### src/rtl/core/x86_alu_with_flags_defines.svh
// Assertion macros for the x86 ALU RTL.
`ifndef X86_ALU_WITH_FLAGS_DEFINES_SVH
`define X86_ALU_WITH_FLAGS_DEFINES_SVH

`ifndef SYNTHESIS
`define XALU_ASSERT(lbl, clk, rst_n, prop, msg) \
	lbl: assert property (@(posedge clk) disable iff (!rst_n) prop) else $error(msg);
`define XALU_ASSERT_NEXT(lbl, clk, rst_n, ante, cons, msg) \
	lbl: assert property (@(posedge clk) disable iff (!rst_n) (ante) |=> (cons)) else $error(msg);
`else
`define XALU_ASSERT(lbl, clk, rst_n, prop, msg)
`define XALU_ASSERT_NEXT(lbl, clk, rst_n, ante, cons, msg)
`endif

`endif

### src/rtl/core/xalu_pkg.sv
// Types and constants for the x86 ALU with flags.
package xalu_pkg;

	localparam logic [1:0] OP_ADD = 2'd0;
	localparam logic [1:0] OP_SUB = 2'd1;
	localparam logic [1:0] OP_AND = 2'd2;
	localparam logic [1:0] OP_INC = 2'd3;

	localparam logic [1:0] SZ_8  = 2'd0;
	localparam logic [1:0] SZ_16 = 2'd1;

	localparam int FL_CF = 0;
	localparam int FL_PF = 1;
	localparam int FL_AF = 2;
	localparam int FL_ZF = 3;
	localparam int FL_SF = 4;
	localparam int FL_OF = 5;
	localparam int FL_W  = 6;

	typedef struct packed {
		logic [1:0]  req_type;
		logic [1:0]  op_size;
		logic [31:0] dest_value;
		logic [31:0] src_value;
	} req_t;

	typedef struct packed {
		logic [31:0] result;
		logic        carry_flag;
		logic        parity_flag;
		logic        adjust_flag;
		logic        zero_flag;
		logic        sign_flag;
		logic        overflow_flag;
	} rsp_t;

	typedef logic [FL_W-1:0] flags_t;

endpackage

### src/rtl/core/x86_alu_with_flags.sv
// x86 integer ALU (ADD, SUB, AND, INC) with eager flag computation.
//
//  channel | direction | payload | handshake
//  req     | in        | req_t   | req_valid / req_ready
//  rsp     | out       | rsp_t   | rsp_valid / rsp_ready
//
// A request beat passes the input register, then the result register, before response valid.
// One beat per cycle sustained while rsp_ready holds; the kept CF/AF feed back from the flag register.
// Flag register updates as each item enters the result register.
// A stalled response holds the result register; the input register still takes one beat if empty.
// Reset clears the flags and both valid bits.
`include "x86_alu_with_flags_defines.svh"

module x86_alu_with_flags import xalu_pkg::*; (
	input  logic clk,
	input  logic arst_n,
	input  logic req_valid,
	output logic req_ready,
	input  req_t req,
	output logic rsp_valid,
	input  logic rsp_ready,
	output rsp_t rsp
);

	logic   valid_s1;
	req_t   req_s1;
	logic   rsp_valid_q;
	rsp_t   rsp_q;
	flags_t flags_q;
	logic   adv;
	rsp_t   calc;

	function automatic logic top_bit(input logic [31:0] v, input logic [1:0] sz);
		case (sz)
			SZ_8:    top_bit = v[7];
			SZ_16:   top_bit = v[15];
			default: top_bit = v[31];
		endcase
	endfunction

	assign adv       = !rsp_valid_q || rsp_ready;
	assign req_ready = !valid_s1 || adv;
	assign rsp_valid = rsp_valid_q;
	assign rsp       = rsp_q;

	always_comb begin
		logic [31:0] mask;
		logic [31:0] d;
		logic [31:0] s;
		logic [31:0] r;
		logic [32:0] sum;
		logic        cf;
		logic        af;
		logic        of;
		case (req_s1.op_size)
			SZ_8:    mask = 32'h0000_00FF;
			SZ_16:   mask = 32'h0000_FFFF;
			default: mask = 32'hFFFF_FFFF;
		endcase
		d   = req_s1.dest_value & mask;
		s   = req_s1.src_value & mask;
		sum = {1'b0, d} + {1'b0, s};
		cf  = flags_q[FL_CF];
		af  = flags_q[FL_AF];
		of  = 1'b0;
		case (req_s1.req_type)
			OP_ADD: begin
				r  = sum[31:0] & mask;
				cf = top_bit(sum[32:1], req_s1.op_size);
				af = (d[4] ^ s[4] ^ r[4]);
				of = top_bit((d ^ r) & (s ^ r), req_s1.op_size);
			end
			OP_SUB: begin
				r  = (d - s) & mask;
				cf = (d < s);
				af = (d[4] ^ s[4] ^ r[4]);
				of = top_bit((d ^ s) & (d ^ r), req_s1.op_size);
			end
			OP_AND: begin
				r  = d & s;
				cf = 1'b0;
			end
			default: begin
				r  = (d + 32'd1) & mask;
				af = (d[4] ^ r[4]);
				of = top_bit((d ^ r) & (32'd1 ^ r), req_s1.op_size);
			end
		endcase
		calc.result        = r;
		calc.carry_flag    = cf;
		calc.parity_flag   = ~^r[7:0];
		calc.adjust_flag   = af;
		calc.zero_flag     = (r == 32'd0);
		calc.sign_flag     = top_bit(r, req_s1.op_size);
		calc.overflow_flag = of;
	end

	always_ff @(posedge clk or negedge arst_n) begin
		if (!arst_n) begin
			valid_s1    <= 1'b0;
			rsp_valid_q <= 1'b0;
			flags_q     <= '0;
		end else begin
			if (req_ready) begin
				valid_s1 <= req_valid;
			end
			if (adv) begin
				rsp_valid_q <= valid_s1;
			end
			if (adv && valid_s1) begin
				flags_q[FL_CF] <= calc.carry_flag;
				flags_q[FL_PF] <= calc.parity_flag;
				flags_q[FL_AF] <= calc.adjust_flag;
				flags_q[FL_ZF] <= calc.zero_flag;
				flags_q[FL_SF] <= calc.sign_flag;
				flags_q[FL_OF] <= calc.overflow_flag;
			end
		end
	end

	always_ff @(posedge clk) begin
		if (req_ready && req_valid) begin
			req_s1 <= req;
		end
		if (adv && valid_s1) begin
			rsp_q <= calc;
		end
	end

	`XALU_ASSERT(a_flags_mirror, clk, arst_n, rsp_valid_q |-> (flags_q[FL_CF] == rsp_q.carry_flag && flags_q[FL_AF] == rsp_q.adjust_flag && flags_q[FL_OF] == rsp_q.overflow_flag), "kept flags differ from delivered beat")
	`XALU_ASSERT(a_zero_flag, clk, arst_n, rsp_valid_q |-> (rsp_q.zero_flag == (rsp_q.result == 32'd0)), "ZF disagrees with result")
	`XALU_ASSERT_NEXT(a_advance, clk, arst_n, valid_s1 && adv, rsp_valid_q, "stage 1 beat lost")
	`XALU_ASSERT_NEXT(a_and_clear, clk, arst_n, valid_s1 && adv && req_s1.req_type == OP_AND, !rsp_q.carry_flag && !rsp_q.overflow_flag, "AND left CF or OF set")
	`XALU_ASSERT(a_ready_empty, clk, arst_n, !rsp_valid_q |-> req_ready, "ready low with empty output")

endmodule
### config.mk
export PLATFORM = sky130hd
export DESIGN_NAME = x86_alu_with_flags
export DESIGN_NICKNAME = d
export VERILOG_FILES = /design/src/rtl/core/xalu_pkg.sv /design/src/rtl/core/x86_alu_with_flags.sv
export VERILOG_INCLUDE_DIRS = /design/src /design/src/rtl/core
export SDC_FILE = /design/constraint.sdc
export NUM_CORES = 1
export LEC_CHECK = 0
export BUFFER_PORTS_ARGS = -buffer_cell sky130_fd_sc_hd__buf_2
export CAP_MARGIN = 5
export CORE_ASPECT_RATIO = 0.9
export CORE_MARGIN = 2
export CORE_UTILIZATION = 45
export CTS_CLUSTER_DIAMETER = 120
export CTS_CLUSTER_SIZE = 8
export DETAILED_ROUTE_END_ITERATION = 10
export SLEW_MARGIN = 5
export SYNTH_ARGS = -nofsm -noshare
export SYNTH_HDL_FRONTEND = slang
export SYNTH_SLANG_ARGS = --single-unit
### constraint.sdc
create_clock -name clk -period 5.15 [get_ports clk]
set_input_delay 0.515 -clock clk [delete_from_list [all_inputs] [get_ports clk]]
set_output_delay 0.515 -clock clk [all_outputs]
set_load 0.05 [all_outputs]
Word-level counts from Yosys, hierarchy flattened
Index checks and enable logic that the tools add are counted.

Bits in registers: 111. Latch bits: 0. Bits in writable memories: 0. ROM bits: 0. Input port bits: 72. Output and inout port bits: 40. Memories: 0.

Add/subtract/negate cells: 3. Multiply operators: 0. Divide/modulo/power cells: 0. $lt $le $gt $ge: 1. Eq/ne operators: 3. Shift-type cells: 0. Mux-type cells: 10. Bitwise gates (word level): 19. Reduce and logical (&&, ||, !) cells: 10.

Operators by type and width (number): bitwise AND 32 bit (9); bitwise XOR 32 bit (5); one-hot mux 32 bit (3 select lines) (1); one-hot mux 32 bit (2 select lines) (1); adder 32 x 32 -> 33 bit (1); adder 32 x 1 -> 32 bit (second input constant) (1); zero test 32 bit (1); less-than comparator 32 bit (1); subtractor 32 bit (1); one-hot mux 1 bit (2 select lines) (5); one-hot mux 1 bit (3 select lines) (3); XNOR reduction 8 bit (1); == test 2 x 1 -> 1 bit (second input constant) (2); zero test 2 bit (2); bitwise XOR 1 bit (4); == test 2 bit (second input constant) (1); logical AND 1 bit (2); zero test 1 bit (2); logical OR 1 bit (2); inverter 1 bit (1).

Logic depth before layout (Yosys ltp)
Gate-level depths: netlist of run 1.

Word-level depth: 9. Mapped depth: 18. Depth with buffers taken out: 16.

Worst setup path before layout of run 1
OpenSTA, ideal clock, no wires.

Path kind: flip-flop to flip-flop. Start: register req_s1[64] (netlist name). End: register rsp_q (netlist bit rsp[2]) (data pin). Arrival time: 4.224 ns. Required time: 5.011 ns. Setup slack: 0.787 ns. Stages on the path, launching flop included: 18. Clock period less this slack: 4.363 ns. Cell sequence: edfxtp_1 clkbuf_1 or2_2 clkbuf_1 clkbuf_1 nand2_1 ha_1 clkbuf_1 or4_1 a21oi_2 o31ai_4 o311ai_1 nand3_1 mux2i_1 or3_1 or4bb_1 nand4bb_1 nor2_1.

RTL lines: from (decl) (line x86_alu_with_flags.sv:26) `req_t req_s1;`; from (signal assigned) (line x86_alu_with_flags.sv:123) `req_s1 <= req;`; to (signal assigned) (line x86_alu_with_flags.sv:126) `rsp_q <= calc;`; to (decl) (line x86_alu_with_flags.sv:28) `rsp_t rsp_q;`.

==> results of run 1 <==
## kinds of logic after synthesis
family	after synthesis	share of synthesized area (%)
compound gates	316	23.4
xor+xnor	55	5.22
fa+ha+maj	72	9.92
buf+inv	131	5.45
flops	110	35.6
mux	14	1.56
simple gates	342	18.9
## cells in the mapped netlist (all sizes together) (6+ instances only)
cell type,count
edfxtp,106
nand2,86
a21oi,79
inv,75
ha,70
nor2,70
o21ai,70
clkbuf,40
xnor2,36
and2,33
nand3,29
nor3,25
a21o,20
xor2,19
o31ai,17
buf,16
and3,15
nand4,14
a22oi,13
nand2b,13
nor2b,13
nor4,13
o211ai,13
a31oi,11
mux2i,11
o21bai,10
a211oi,8
o21a,8
or3,8
a21boi,6
a221o,6
## worst register-to-register path: cells and delay by family (launching register included)
family / cells / cell delay [ns]
simple gates: 7 / 1.47
flops: 1 / 0.38
compound gates: 6 / 2.07
fa+ha+maj: 1 / 0.52
## routing by layer
metal,wire length (microns),vias to the layer above
met5,0,-
met4,374,0
met3,2760,31
met2,11400,380
met1,13900,3926
li1,-,3991
## sequential cells by signal, summed over array words and instances (netlist names)
signal     flops
rsp_valid      1
flags_q        2
rsp           38
req_s1        68
valid_s1       1
## cell usage in the layout, fill, tap and decap left out, types with 9 or more instances in the layout
cell type / instances
inv_1: 73
and3_1: 15
nand4_1: 14
clkbuf_16: 9
a21oi_1: 78
nor2b_1: 13
o31ai_1: 15
nor2_1: 70
o211ai_1: 13
mux2i_1: 11
a31oi_1: 11
buf_2: 111
a21o_1: 20
ha_1: 70
o21bai_1: 10
and2_1: 29
nor4_1: 12
edfxtp_1: 106
nor3_1: 25
a22oi_1: 13
o21ai_0: 62
xor2_1: 19
nand2b_1: 13
nand2_1: 86
nand3_1: 29
buf_4: 12
xnor2_1: 36
## power breakdown
group / total (uW) / internal (uW) / switching [uW]
clock network: 699 / 339 / 359
logic: 1060 / 354 / 706
registers: 1140 / 1090 / 46.7
## metrics by stage
step	util (%)	setup WS, ns	instance area, sq um	total power [uW]	cells
4_1_cts	51.3	0.656	10300	2900	1379
2_1_floorplan	-	0.787	9240	1920	1040
3_3_place_gp	49.8	0.769	9980	2190	1362
6_report	51.3	0.579	10300	2900	1379
3_5_place_dp	49.8	0.690	9980	2200	1362
5_1_grt	51.3	0.201	10300	3040	1379
## path summary, 6_finish.rpt
path,startpoint,to,slack (ns),cells after the start
max,req_s1[64],rsp[2],0.58,14
min reg2reg,valid_s1,rsp_valid,0.49,1
max reg2reg,req_s1[64],rsp[2],0.58,14
min in group asynchronous,arst_n,valid_s1,0.50,2
max in group asynchronous,arst_n,flags_q[2],4.52,2
min,req[62],req_s1[62],0.32,1
## cell type report
cell class              instances  area, sq um
clock buffers                  10          229
clock inverters                 6         55.1
fillers                      1937         9770
inverters                      75          282
multi-input cells             799         5450
flip-flops and latches        110         3280
well taps                     255          319
repair buffers                124          656
==> flow_summary.toml, run 1 <==
[run_status]
outcome = "finished, final reports clean"

[timing]
slew_headroom_pct = 36.5
worstMarginPinSlew_ns = 0.952
drv_slew = 0
setup_viol = 0
finalHoldViolCount = 0
clock.fmax_mhz = 219
rsz0062_at_grt = "no"
hold-worst-slack_ns = 0.322
period_share_pct = 88.7
period_minus_slack_ns = 4.57
skew_ns = 0.0122
timing.setup.tns_ns = 0

[route]
wl_per_cell_microns = 20.6
postRouteAntennaNets = 0
drt_drc_violations_left = 0
via_count = 8328
viasPerCell = 6.04
drt-initial-drc-count = 795
firstDrtPassIters = 6
wl_microns = 28400

[clock_network]
clock_latency_ns = 0.36
cts_tree = "built"
cts_buffers = 9
clock_sinks = 110
cts_resized = 0
cts_setup_buffers = 0
postCtsHoldBufs = 1
clockRootBuffer = "clkbuf_16"
path_clk_slew_ns = 0.09
clock_path_buffers = 2
cts.htree.levels = 3

[global_route]
antenna_found_initial = 0
use_met1_pct = 41.3
globalRouteTotalUtil_pct = 26.1
busiest_layer = "met1"
grt_pass1_vias = 7613
grt_max_degree = 69
grt_first_pass_wirelength_microns = 43800
grt.overflow.total = 0
grt_use_met3_pct = 6.03
met2_usage_pct = 35.8

[logic_synthesis]
async_flop_share_pct = 3.64
synth_top_area_cell = "edfxtp_1"
syn_nets = 1184
ys_types = 80
synth_top_area_share_pct = 34.5
synth_edf_count = 106
netlist_area_sq_um = 9240
yosys_register_bits = 110
yosys_warnings = 0
synth_area_leaders = "edfxtp_1, ha_1, a21oi_1, nand2_1, xnor2_1"
syn_area_per_cell_sq_um = 8.88
synth_flop_cell = "edfxtp_1"
synth_cells = 1040
ys_seq_area_share_pct = 35.6

[setup_path]
critPathBufInv = 0
crit_required_ns = 5.37
critical_path_peak_fanout = 18
path_cells = "or2_2, and2_1, ha_1, nor2b_1, a2111o_1, nor4_4, o21ai_2, a31oi_1, nor4_1, a2111oi_1, o221ai_1, a211oi_1, nand4bb_1, nor2_1"
crit_path_end_kind = "flop"
slowest_stage = "a2111oi_1"
slowest_delay_ns = 0.63
cpLargestDelayFamily = "compound AO/OA/AOI/OAI gates"
crit_type = "reg2reg"
crit_arrival_ns = 4.79
startpoint_type = "flop"

[power]
power_density_nw_per_um2 = 282
peakVddDrop_uv = 200
power.leakage_uw = 0.00439

[place]
dp_hpwl_microns = 21600
port_buffers = 111
gp_congestion = 0.949

[floorplanning]
boundaryPins = 112
core_area_sq_um = 20000
initial_core_util_pct = 46.1
rows = 49
die_w_microns = 155
dieArea_sq_um = 21700
die_h_microns = 140

[hold_path]
hold_class = "in2reg"

[cells_and_area]
area_delta_synth_final_pct = 11.3
antennaDiodeCount = 0
drive_gt1_share_pct = 14.9
nets = 1263

[run]
maxCapViolations = 0
Note: power is estimated with default switching activity, not from simulation.
==> run 2: changes to the inputs <==
Settings changed: CTS_BUF_LIST set to sky130_fd_sc_hd__clkbuf_16.
==> flow_summary.toml, run 2 (synthesis gave the netlist of run 1 again) <==
[timing]
timing.setup.tns_ns = 0
finalHoldViolCount = 0
period_share_pct = 89.0
worstMarginPinSlew_ns = 0.962
drv_slew = 0
skew_ns = 0.0124
slew_headroom_pct = 35.9
clock.fmax_mhz = 218
setup_viol = 0
period_minus_slack_ns = 4.59
hold-worst-slack_ns = 0.321
rsz0062_at_grt = "no"

[run]
maxCapViolations = 0

[route]
firstDrtPassIters = 5
wl_per_cell_microns = 20.6
viasPerCell = 6.03
drt-initial-drc-count = 797
postRouteAntennaNets = 0
wl_microns = 28500
drt_drc_violations_left = 0
via_count = 8320

[clock_network]
cts_tree = "built"
clockRootBuffer = "clkbuf_16"
clock_sinks = 110
clock_latency_ns = 0.36
cts_buffers = 9
cts.htree.levels = 3
clock_path_buffers = 2
path_clk_slew_ns = 0.09

[cells_and_area]
multi_input_area_sq_um = 5450
nets = 1263
drive_gt1_share_pct = 14.9
largest_reg_flops = 68
antennaDiodeCount = 0
seq_area_sq_um = 3280
utilization_pct = 51.3
final_common_cell = "buf_2"
top_register = "req_s1"
fill_cells = 1937
area_delta_synth_final_pct = 11.3
fin_area_sq_um = 10300
final_cell_mix = "buf_2, edfxtp_1, nand2_1"

[power]
power_density_nw_per_um2 = 282
power.leakage_uw = 0.00439
peakVddDrop_uv = 203

[global_route]
grt_pass1_vias = 7613
grt_first_pass_wirelength_microns = 43800
grt.overflow.total = 0
antenna_found_initial = 0
grt_max_degree = 69
globalRouteTotalUtil_pct = 26.1

[setup_path]
crit_type = "reg2reg"
crit_required_ns = 5.37
cp-startpoint = "req_s1[64]"
slowest_delay_ns = 0.64
startpoint_type = "flop"
crit_arrival_ns = 4.80
r2r-end = "rsp[2]"
reg2reg_slack_ns = 0.56
path_cells = "or2_2, and2_1, ha_1, nor2b_1, a2111o_1, nor4_4, o21ai_2, a31oi_1, nor4_1, a2111oi_1, o221ai_1, a211oi_1, nand4bb_1, nor2_1"
slowest_stage = "a2111oi_1"
critPathBufInv = 0
cpLargestDelayFamily = "compound AO/OA/AOI/OAI gates"
critical_path_peak_fanout = 18
crit_path_end_kind = "flop"
reg2regPathDepth = 14
r2r-start = "req_s1[64]"

[floorplanning]
die_w_microns = 155
core_area_sq_um = 20000
boundaryPins = 112
rows = 49
dieArea_sq_um = 21700
die_h_microns = 140
initial_core_util_pct = 46.1

[place]
dp_hpwl_microns = 21600
place_area_sq_um = 9980
port_buffers = 111
gp_congestion = 0.949

[hold_path]
min_to = "req_s1[27]"
hold_path.startpoint = "req[27]"
holdPathStages = 1
hold_class = "in2reg"

[run_status]
outcome = "finished, final reports clean"
[run 2: changes by cell type in the layout (fill, tap and decap cells not counted)]
cell      previous run  this run
clkbuf_1             1         0
inv_1               73        74
[run 2: cell type report]
class	count	share of cell area [%]
Clock buffer	9	2.19
Sequential cell	110	31.9
Timing Repair Buffer	124	6.38
Multi-Input combinational cell	799	53.1
Inverter	75	2.74
Tap cell	255	3.10
Clock inverter	7	0.572
[run 2: worst max-delay path by stage]
stage / slack (ns) / to / cells past startpoint
finish: 0.56 / rsp[2] / 14
global route: 0.20 / rsp[2] / 14
CTS: 0.66 / rsp[2] / 14
detailed placement: 0.69 / rsp[2] / 14
global placement: 0.77 / rsp[2] / 14
floorplan: 0.79 / rsp[2] / 17
[run 2: metal layers]
layer / vias up / global-route usage (%) / routed length [microns] / part of all wire (%)
li1: 3988 / - / - / -
met1: 3926 / 41.3 / 13900 / 49
met2: 375 / 35.8 / 11400 / 40
met3: 31 / 6.03 / 2810 / 9.9
met4: 0 / 5.46 / 372 / 1.3
met5: - / 0 / 0 / 0
[run 2: metrics by stage]
| stage | power [uW] | instances | worst slack [ns] |
|---|---|---|---|
| 2_1_floorplan | 1920 | 1040 | 0.787 |
| 3_3_place_gp | 2190 | 1362 | 0.769 |
| 3_5_place_dp | 2200 | 1362 | 0.690 |
| 4_1_cts | 2900 | 1379 | 0.656 |
| 5_1_grt | 3040 | 1379 | 0.201 |
| 6_report | 2900 | 1379 | 0.564 |
[run 2: what timing repair did]
action,4_1_cts,5_1_grt
hold buffers,1,0
resized for setup,0,0
buffers inserted,0,0
setup endpoints to repair,0,0
endpoints found under the hold margin,4,0
[run 2: where the power goes]
part | switching (uW) | internal (uW) | leakage, uW | total (uW)
combinational | 707 | 354 | 0.00318 | 1060
sequential | 46.6 | 1090 | 0.00107 | 1140
clock | 361 | 337 | 0.000144 | 698
